`config.mk`:
```
export PLATFORM = sky130hd
export DESIGN_NAME = echo_pulse_range_meter_core
export DESIGN_NICKNAME = d
export VERILOG_FILES = /design/src/design/eprm_pkg.sv /design/src/design/eprm_cfg.sv /design/src/design/eprm_meter.sv /design/src/design/echo_pulse_range_meter_core.sv
export SDC_FILE = /design/constraint.sdc
export NUM_CORES = 1
export LEC_CHECK = 0
export ABC_CLOCK_PERIOD_IN_PS = 5180
export BUFFER_PORTS_ARGS = -buffer_cell sky130_fd_sc_hd__buf_2
export CAP_MARGIN = 20
export CORE_ASPECT_RATIO = 0.75
export CORE_UTILIZATION = 40
export DETAILED_ROUTE_END_ITERATION = 10
export PLACE_DENSITY_LB_ADDON = 0.1
export SYNTH_ARGS = -nofsm -noshare
export SYNTH_HDL_FRONTEND = slang
export SYNTH_SLANG_ARGS = --single-unit
export TNS_END_PERCENT = 20
```
`constraint.sdc`:
```
create_clock -name clk -period 5.18 [get_ports clk]
set_input_delay 1.554 -clock clk [delete_from_list [all_inputs] [get_ports clk]]
set_output_delay 1.554 -clock clk [all_outputs]
set_load 0.02 [all_outputs]
```
`src/design/eprm_pkg.sv`:
```
// ----------------------------------------------------------------------------
// eprm_pkg
// Shared types and constants of the echo pulse range meter.
// ----------------------------------------------------------------------------
`default_nettype none

package eprm_pkg;

	localparam int TICK_W   = 16;
	localparam int RANGE_W  = 10;
	localparam int DIST_W   = 11;
	localparam int STAT_W   = 2;
	localparam int CFG_IDX_W  = 3;
	localparam int CFG_DATA_W = 16;

	// Register indexes of the configuration port
	localparam logic [CFG_IDX_W-1:0] REG_RISE_TIMEOUT = 3'd0;
	localparam logic [CFG_IDX_W-1:0] REG_HIGH_TIMEOUT = 3'd1;
	localparam logic [CFG_IDX_W-1:0] REG_MIN_ECHO     = 3'd2;
	localparam logic [CFG_IDX_W-1:0] REG_MAX_ECHO     = 3'd3;
	localparam logic [CFG_IDX_W-1:0] REG_MIN_RANGE    = 3'd4;
	localparam logic [CFG_IDX_W-1:0] REG_MAX_RANGE    = 3'd5;

	// Status codes of a result
	localparam logic [STAT_W-1:0] STAT_OK        = 2'd0;
	localparam logic [STAT_W-1:0] STAT_NO_RESP   = 2'd1;
	localparam logic [STAT_W-1:0] STAT_TOO_CLOSE = 2'd2;
	localparam logic [STAT_W-1:0] STAT_TOO_FAR   = 2'd3;

	// Input command codes
	localparam logic CMD_TICK  = 1'b0;
	localparam logic CMD_START = 1'b1;

	// floor(t*17/1000) == (t * DIST_RECIP) >> DIST_SHIFT for any 16-bit t
	localparam int              DIST_SHIFT = 26;
	localparam int              RECIP_W    = 21;
	localparam logic [RECIP_W-1:0] DIST_RECIP = 21'd1140851;
	localparam int              PROD_W     = TICK_W + RECIP_W;

	typedef struct packed {
		logic [TICK_W-1:0]  rise_timeout;
		logic [TICK_W-1:0]  high_timeout;
		logic [TICK_W-1:0]  min_echo;
		logic [TICK_W-1:0]  max_echo;
		logic [RANGE_W-1:0] min_cm;
		logic [RANGE_W-1:0] max_cm;
	} eprm_cfg_t;

endpackage

`default_nettype wire

```
`src/design/eprm_cfg.sv`:
```
// ----------------------------------------------------------------------------
// eprm_cfg
// Configuration register file; writes to unknown indexes are dropped.
// ----------------------------------------------------------------------------
`default_nettype none

module eprm_cfg (
	input  wire logic                              clk,
	input  wire logic                              arst_n,
	input  wire logic                              cfg_valid,
	output logic                                   cfg_ready,
	input  wire logic [eprm_pkg::CFG_IDX_W-1:0]    cfg_index,
	input  wire logic [eprm_pkg::CFG_DATA_W-1:0]   cfg_data,
	output eprm_pkg::eprm_cfg_t                    cfg
);
	import eprm_pkg::*;

	eprm_cfg_t cfg_q;

	assign cfg_ready = 1'b1;
	assign cfg       = cfg_q;

	always_ff @(posedge clk or negedge arst_n) begin
		if (!arst_n) begin
			cfg_q.rise_timeout <= 16'd1000;
			cfg_q.high_timeout <= 16'd25000;
			cfg_q.min_echo     <= 16'd117;
			cfg_q.max_echo     <= 16'd23529;
			cfg_q.min_cm       <= 10'd2;
			cfg_q.max_cm       <= 10'd400;
		end else if (cfg_valid && cfg_ready) begin
			case (cfg_index)
				REG_RISE_TIMEOUT: cfg_q.rise_timeout <= cfg_data;
				REG_HIGH_TIMEOUT: cfg_q.high_timeout <= cfg_data;
				REG_MIN_ECHO:     cfg_q.min_echo     <= cfg_data;
				REG_MAX_ECHO:     cfg_q.max_echo     <= cfg_data;
				REG_MIN_RANGE:    cfg_q.min_cm       <= cfg_data[RANGE_W-1:0];
				REG_MAX_RANGE:    cfg_q.max_cm       <= cfg_data[RANGE_W-1:0];
				default: ;
			endcase
		end
	end

endmodule

`default_nettype wire

```
`src/design/eprm_meter.sv`:
```
// ----------------------------------------------------------------------------
// eprm_meter
// Echo timing state machine: input register, phase/tick update, result register.
// ----------------------------------------------------------------------------
`default_nettype none

module eprm_meter (
	input  wire logic                             clk,
	input  wire logic                             arst_n,
	input  wire eprm_pkg::eprm_cfg_t              cfg,
	input  wire logic                             in_valid,
	output logic                                  in_stall,
	input  wire logic                             cmd,
	input  wire logic                             echo_level,
	output logic                                  out_valid,
	input  wire logic                             out_stall,
	output logic [eprm_pkg::DIST_W-1:0]           distance_cm,
	output logic [eprm_pkg::STAT_W-1:0]           status
);
	import eprm_pkg::*;

	typedef enum logic [1:0] {
		PH_IDLE,
		PH_WAIT,
		PH_HIGH
	} phase_t;

	phase_t              phase_q, phase_d;
	logic [TICK_W-1:0]   ticks_q, ticks_d, ticks_inc;
	logic                valid_s1, cmd_s1, echo_s1;
	logic                out_valid_q;
	logic [DIST_W-1:0]   dist_q, res_dist, ok_dist, far_dist, close_dist;
	logic [STAT_W-1:0]   stat_q, res_stat;
	logic                res_vld, adv, in_take;
	logic [PROD_W-1:0]   prod;

	// saturating tick count
	assign ticks_inc = (ticks_q == {TICK_W{1'b1}}) ? ticks_q : ticks_q + 1'b1;

	assign prod       = PROD_W'(ticks_q) * PROD_W'(DIST_RECIP);
	assign ok_dist    = prod[DIST_SHIFT +: DIST_W];
	assign far_dist   = DIST_W'(cfg.max_cm) + 1'b1;
	assign close_dist = (cfg.min_cm == '0) ? '0 : DIST_W'(cfg.min_cm) - 1'b1;

	always_comb begin
		phase_d  = phase_q;
		ticks_d  = ticks_q;
		res_vld  = 1'b0;
		res_dist = '0;
		res_stat = STAT_OK;
		if (cmd_s1 == CMD_START) begin
			ticks_d = '0;
			phase_d = PH_WAIT;
		end else begin
			case (phase_q)
				PH_WAIT: begin
					if (echo_s1) begin
						ticks_d = '0;
						phase_d = PH_HIGH;
					end else begin
						ticks_d = ticks_inc;
						if (ticks_inc >= cfg.rise_timeout) begin
							res_vld  = 1'b1;
							res_stat = STAT_NO_RESP;
							phase_d  = PH_IDLE;
						end
					end
				end
				PH_HIGH: begin
					if (echo_s1) begin
						ticks_d = ticks_inc;
						if (ticks_inc > cfg.high_timeout) begin
							res_vld  = 1'b1;
							res_dist = far_dist;
							res_stat = STAT_TOO_FAR;
							phase_d  = PH_IDLE;
						end
					end else begin
						// falling edge: classify pulse length
						res_vld = 1'b1;
						phase_d = PH_IDLE;
						if (ticks_q < cfg.min_echo) begin
							res_dist = close_dist;
							res_stat = STAT_TOO_CLOSE;
						end else if (ticks_q <= cfg.max_echo) begin
							res_dist = ok_dist;
							res_stat = STAT_OK;
						end else begin
							res_dist = far_dist;
							res_stat = STAT_TOO_FAR;
						end
					end
				end
				default: ;
			endcase
		end
	end

	// a request in s1 moves on unless it makes a result and the output is held
	assign adv      = valid_s1 && (!res_vld || !out_valid_q || !out_stall);
	assign in_stall = valid_s1 && !adv;
	assign in_take  = in_valid && !in_stall;

	always_ff @(posedge clk or negedge arst_n) begin
		if (!arst_n) begin
			phase_q     <= PH_IDLE;
			ticks_q     <= '0;
			valid_s1    <= 1'b0;
			cmd_s1      <= CMD_TICK;
			echo_s1     <= 1'b0;
			out_valid_q <= 1'b0;
			dist_q      <= '0;
			stat_q      <= STAT_OK;
		end else begin
			if (in_take) begin
				valid_s1 <= 1'b1;
				cmd_s1   <= cmd;
				echo_s1  <= echo_level;
			end else if (adv) begin
				valid_s1 <= 1'b0;
			end
			if (adv) begin
				phase_q <= phase_d;
				ticks_q <= ticks_d;
			end
			if (adv && res_vld) begin
				out_valid_q <= 1'b1;
				dist_q      <= res_dist;
				stat_q      <= res_stat;
			end else if (out_valid_q && !out_stall) begin
				out_valid_q <= 1'b0;
			end
		end
	end

	assign out_valid   = out_valid_q;
	assign distance_cm = dist_q;
	assign status      = stat_q;

endmodule

`default_nettype wire

```
`src/design/echo_pulse_range_meter_core.sv`:
```
// ----------------------------------------------------------------------------
// echo_pulse_range_meter_core
// Times an ultrasonic echo pulse in microsecond ticks and reports range.
// ----------------------------------------------------------------------------
// One request per clock is accepted unless a result is held at a stalled
// output. Each request (a start command or a tick with an echo sample) is
// held in an input register, where the phase and tick counter are updated
// and any result is formed; the result is then registered in an output
// register, from which it leaves once the output is not stalled. The loop
// through the phase/tick-counter update sets the rate of one request per
// cycle. Distance for a good pulse is floor(ticks*17/1000) cm, formed by a
// single constant multiply. Configuration writes are always ready and should
// be made while no measurement is in flight.
`default_nettype none

module echo_pulse_range_meter_core (
	input  wire logic                             clk,
	input  wire logic                             arst_n,
	input  wire logic                             cfg_valid,
	output logic                                  cfg_ready,
	input  wire logic [eprm_pkg::CFG_IDX_W-1:0]   cfg_index,
	input  wire logic [eprm_pkg::CFG_DATA_W-1:0]  cfg_data,
	input  wire logic                             in_valid,
	output logic                                  in_stall,
	input  wire logic                             cmd,
	input  wire logic                             echo_level,
	output logic                                  out_valid,
	input  wire logic                             out_stall,
	output logic [eprm_pkg::DIST_W-1:0]           distance_cm,
	output logic [eprm_pkg::STAT_W-1:0]           status
);
	import eprm_pkg::*;

	eprm_cfg_t cfg;

	eprm_cfg u_cfg (
		.clk       (clk),
		.arst_n    (arst_n),
		.cfg_valid (cfg_valid),
		.cfg_ready (cfg_ready),
		.cfg_index (cfg_index),
		.cfg_data  (cfg_data),
		.cfg       (cfg)
	);

	eprm_meter u_meter (
		.clk         (clk),
		.arst_n      (arst_n),
		.cfg         (cfg),
		.in_valid    (in_valid),
		.in_stall    (in_stall),
		.cmd         (cmd),
		.echo_level  (echo_level),
		.out_valid   (out_valid),
		.out_stall   (out_stall),
		.distance_cm (distance_cm),
		.status      (status)
	);

endmodule

`default_nettype wire
```
* Word-level counts from Yosys, hierarchy flattened
Index checks and enable logic that the tools add are counted.
Storage, ports and cells: latch bits 0, memory bits (read-only) 0, memories kept 0, input bits 26, flip-flop bits (word level) 119, output and inout bits 16, memory bits (writable) 0, logic and storage cells 94
Cells by class: shifts and indexed selects 0, $lt $le $gt $ge 4, divide/modulo/power cells 0, reduce and logical (&&, ||, !) cells 25, bitwise operators 0, equal/unequal tests 11, add/sub/neg operators 3, multiplexer cells 36, $mul 1
Operators by type and width (count):
- 11-bit 2-to-1 mux | 7
- 16-bit 2-to-1 mux | 4
- 16-bit by 21-bit multiplier with 37-bit output, second input constant | 1
- 16-bit one-hot mux with 2 select lines | 1
- 2-bit 2-to-1 mux | 11
- 16-bit by 1-bit adder with 16-bit output, second input constant | 1
- 16-bit == test, second input constant | 1
- 16-bit >= comparator | 1
- 16-bit > comparator | 1
- 16-bit <= comparator | 1
- 16-bit < comparator | 1
- 2-bit AND reduction | 6
- 10-bit by 1-bit adder with 11-bit output, second input constant | 1
- 10-bit by 1-bit subtractor with 11-bit output, second input constant | 1
- 10-bit zero test | 1
- 1-bit 2-to-1 mux | 10
- 2-bit one-hot mux with 2 select lines | 2
- 3-bit by 2-bit == test with 1-bit output, second input constant | 2
- 3-bit == test, second input constant | 2
- 1-bit logical AND | 5
- 1-bit zero test | 5
- 4-bit by 1-bit inequality test with 1-bit output, second input constant | 1
- 4-bit by 3-bit inequality test with 1-bit output, second input constant | 1
- 4-bit AND reduction | 1
- other kinds (10) | 12

* Depth between registers and ports, before layout
word-level depth 16, mapped depth 22, mapped depth without buffers 22

* Modules after synthesis
From an unflattened synthesis, not the netlist that was laid out.
Unflattened totals: cell total of the unflattened synthesis 1224, area, all modules 12441.9 sq um
Modules (own cells, without submodules):
- eprm_meter | sequential area each 875.8 sq um, instances 1, cells each 1040, area an instance 9183.8 sq um
- eprm_cfg | sequential area each 2140.8 sq um, instances 1, cells each 184, area an instance 3258.1 sq um

* Least setup slack after synthesis
Ideal clock, no wire load.
path kind register -> output, start register u_meter.ticks_q[5], end output in_stall, cell stages (with the launch flop) 17, slack -0.601 ns, arrival 4.227 ns, cells stage by stage dfrtp_1 ha_1 nand3_1 o311a_1 and3_1 and2_0 and4_1 nand2_1 xnor2_1 ha_1 nand4_1 or4_4 a21o_1 a31oi_4 a31o_4 nand3_1 nor2_1
Between the ends: cells in the longest elaborated chain, start to end 13
Ends and longest elaborated chain:
- from (decl) | line eprm_meter.sv:29 | logic [TICK_W-1:0] ticks_q, ticks_d, ticks_inc;
- from (signal assigned) | line eprm_meter.sv:124 | ticks_q <= ticks_d;
- 16-bit by 1-bit adder with 16-bit output or 16-bit == test (tied branches) | line eprm_meter.sv:38 | assign ticks_inc = (ticks_q == {TICK_W{1'b1}}) ? ticks_q : ticks_q + 1'b1;
- 16-bit 2-to-1 mux * | line eprm_meter.sv:38
- 16-bit > comparator or 16-bit >= comparator (tied branches) | line eprm_meter.sv:72, eprm_meter.sv:62
- 1-bit 2-to-1 mux, on equally long branches | line eprm_meter.sv:72, eprm_meter.sv:62
- 1-bit 2-to-1 mux, on equally long branches | line eprm_meter.sv:70, eprm_meter.sv:57
- 1-bit one-hot mux with 2 select lines * | line eprm_meter.sv:55 | case (phase_q)
- 1-bit 2-to-1 mux * | line eprm_meter.sv:51 | if (cmd_s1 == CMD_START) begin
- 1-bit zero test * | line eprm_meter.sv:100 | assign adv = valid_s1 && (!res_vld || !out_valid_q || !out_stall);
- 1-bit logical OR * (2 in a row) | line eprm_meter.sv:100
- 1-bit logical AND * | line eprm_meter.sv:100
- 1-bit zero test * | line eprm_meter.sv:101 | assign in_stall = valid_s1 && !adv;
- 1-bit logical AND * | line eprm_meter.sv:101
- to (decl) | line echo_pulse_range_meter_core.sv:24 | output logic in_stall,
Mark *: on every way between the ends. The rest lies on a longest branch, timed or not.

* Worst setup path after layout
start register u_meter.ticks_q[12], end output in_stall
Same word-level chain as after synthesis.

==> results_dict.tcl <==
set metrics [dict create \
    outcome "complete, but fails checks" \
    violations "setup timing" \
    synthDominantCellAreaShare 0.232 \
    drt_wl_total_um 36300 \
    wire_per_inst_um 19.0 \
    insertion_delay_ns 0.43 \
    p_comb_frac 0.330 \
    grt_usage 0.241 \
    cts_tree "built" \
    die_x_um 206 \
    min_to "u_meter.status[1]" \
    swShare 0.340 \
    cts_buffers 17 \
    min_from "u_meter.status[1]" \
    r2r-start "u_meter.ticks_q[4]" \
    p_int_w 0.00252 \
    synth_seq_cells 119 \
    finalMaxSlewViolations 0 \
    synth_nets 1656 \
    drv_cap 0 \
    ir_drop_mv 0.229 \
    placed_area_mm2 0.0143 \
    worstSetupStartpointType "flop" \
    cp.arrival_ns 3.92 \
    rrSetupSlack_ns -0.21 \
    cpPeakStageDelay_ns 0.48 \
    power_w 0.00382 \
    powerDensity_mw_per_mm2 247 \
    clock-sinks 119 \
    dr_total_vias 9818 \
    grt_pass1_wl_um 57400 \
    synth_edf_count 0 \
    slew_headroom 0.491 \
    hp-class "flop to flop" \
    port_buffers 40 \
    coreArea_mm2 0.0304 \
    grt_pass1_vias 9923 \
    nets 1849 \
    crit_chain "ha_4 > nand3_4 > o311a_1 > buf_4 > buf_4 > nand2_1 > xnor2_1 > ha_1 > a21oi_1 > o21ai_0 > a2111oi_4 > a31oi_4 > a31o_4 > nand3_4 > nor2_4 > buf_6" \
    critical_path_class "flop to primary output" \
    cts_max_level 4 \
    dp_cells 1860 \
    yosysMostFrequentCell "inv_1" \
    setup_violations 11 \
    layout-drive-gt1-share 0.273 \
    synth_common_cells "252 x inv_1, 232 x ha_1, 113 x nand2_1" \
    num_antenna_cells 0 \
    clk_path_buf_depth 2 \
    ys.flop_type "dfrtp_1" \
    design_area_mm2 0.0155 \
    grt_max_degree 57 \
    hpwl_um 29700 \
    seq_power_share 0.335 \
    leakagePower_nw 7.87 \
    fin_crit_ns 5.47 \
    timing.final.ws_setup_ns -0.293 \
    rows 55 \
    crit_required_ns 3.63 \
    dr.pass1.iters 5 \
    synth-seq-area-share 0.241 \
    clk_pin_slew_worst_paths_ns 0.06 \
    fin_skew_ns 0.00750 \
    hold_viol 0 \
    holdBufCountCts 0 \
    grt_setup_unrepaired "true" \
    r2r_end "u_meter.distance_cm[6]" \
    cp_slowest_cell "a2111oi_4" \
    crit_path_end_kind "primary output" \
    area_growth_pct 23.9 \
    drt-initial-drc-count 595 \
    drcViolationCount 0 \
    yosysWarningCount 0 \
    ys_types 72 \
    cts-root-buf "clkbuf_16" \
    finalCritPeriodShare 1.06 \
    final_cell_count_no_fill 1914 \
    max_freq_mhz 183 \
    start_util 0.411 \
    antenna_found_initial 1 \
    grt-ovfl-total 0 \
    worstPathMaxFanout 3 \
    die_area_mm2 0.0320 \
    synth_area_per_cell_um2 9.55 \
    r2r_cells 18 \
    gp_congestion 0.874 \
    die_h_um 155 \
    p_switching_w 0.00130 \
    pwr-share-clk 0.335 \
    ioPinCount 42 \
    syn_inst 1309 \
    yosys-top-cells-area "ha_1 23%, dfrtp_1 18%, fa_1 14%" \
    synth_area_mm2 0.0125 \
    async_flop_share 1.00 \
    synth_area_leader_cell "ha_1" \
    hold_depth 2 \
    fillers 2870 \
    vias_per_cell 5.13 \
    worst_pin_slew_ns 0.744 \
    ant_nets 0 \
]
routing by layer:
layer,vias to the layer above,GRT usage,share of wire
met1,4826,0.381,0.54
met3,20,0.0478,0.050
met5,-,0,0
met4,0,0.0410,0.0081
met2,182,0.337,0.40
li1,4790,-,-
cells in the final DEF, fill, tap and decap left out, types with 9 or more instances in the layout:
cell,n
o21ai_1,9
nand2b_1,22
dfrtp_2,16
nor3_1,14
a21oi_1,44
dfstp_2,31
o21ai_0,74
buf_2,38
nand3_1,19
nor2_1,41
nand2_1,111
inv_1,245
mux2_2,43
xor2_1,11
buf_4,149
dfrtp_1,72
a21o_1,9
xnor2_1,17
clkbuf_16,17
nand4_1,18
ha_1,206
ha_4,24
fa_1,87
buf_6,9
worst max-delay path: cells and delay by family, from the launching register on:
family / cells / cell delay, ns
and+or+nand+nor: 4 / 0.30
adders and majority gates: 2 / 0.49
DFF: 1 / 0.40
AOI/OAI and AO/OA: 6 / 1.68
xor gates and xnor gates: 1 / 0.23
buffers and inverters: 3 / 0.40
logic make-up (layout without fill, tap and decap cells):
group / count (synthesis) / in the layout / share of synthesized area
AOI/OAI and AO/OA: 227 / 227 / 0.119
muxes: 45 / 45 / 0.0404
other: 1 / 1 / 0.000300
xor gates and xnor gates: 33 / 33 / 0.0231
DFF: 119 / 119 / 0.241
buffers and inverters: 278 / 484 / 0.0870
and+or+nand+nor: 285 / 285 / 0.114
adders and majority gates: 321 / 321 / 0.375
area by class of cell:
cell class                 count  area (um^2)  share of cell area
multi-input combinational    912         8920               0.576
sequential                   119         3040               0.196
timing repair buffer         198         1450              0.0933
inverter                     254          958              0.0619
tap                          399          499              0.0322
clock buffer                  23          478              0.0309
clock inverter                 9          148             0.00953
timing repair:
item	in CTS	in global routing
setup endpoints to repair	12	12
resized for setup	53	11
pin swaps	55	16
endpoints found under the hold margin	0	0
setup buffers	23	1
flip-flops by register name (all words and copies together) (netlist names):
signal and flops:
u_cfg.cfg 84, u_meter.ticks_q 16, u_meter.distance_cm 11, u_meter.phase_q 2
u_meter.status 2, u_meter.cmd_s1 1, u_meter.echo_s1 1, u_meter.out_valid 1
u_meter.valid_s1 1
power groups by stage:
stage,logic (W),clock network (W),registers [W]
after floorplan,0.000762,0,0.00132
after global placement,0.00118,0,0.00129
after detailed placement,0.00120,0,0.00130
after CTS,0.00126,0.00130,0.00128
after global routing,0.00143,0.00135,0.00131
final,0.00126,0.00128,0.00128
stage by stage:
stage / setup WS [ns] / hold WS (ns) / utilization / TNS [ns]
detailed placement: -0.377 / 0.473 / 0.471 / -3.25
global route: -0.439 / 0.520 / 0.509 / -4.19
floorplan: -0.0764 / 0.479 / - / -0.0764
CTS: -0.301 / 0.485 / 0.507 / -2.01
global placement: -0.327 / 0.465 / 0.471 / -2.56
finish: -0.293 / 0.480 / 0.509 / -1.74
worst max path at each step:
| stage | startpoint | endpoint | slack [ns] | cells past startpoint |
|---|---|---|---|---|
| finish | u_meter.ticks_q[12] | in_stall | -0.29 | 16 |
| floorplan | u_meter.ticks_q[14] | u_meter.distance_cm[6] | -0.08 | 21 |
| global route | u_meter.ticks_q[12] | in_stall | -0.44 | 16 |
| CTS | u_meter.ticks_q[5] | in_stall | -0.30 | 16 |
| global placement | u_meter.ticks_q[4] | u_meter.distance_cm[6] | -0.33 | 18 |
| detailed placement | u_meter.ticks_q[14] | u_meter.distance_cm[0] | -0.38 | 21 |
Note: power is estimated with default switching activity, not from simulation.
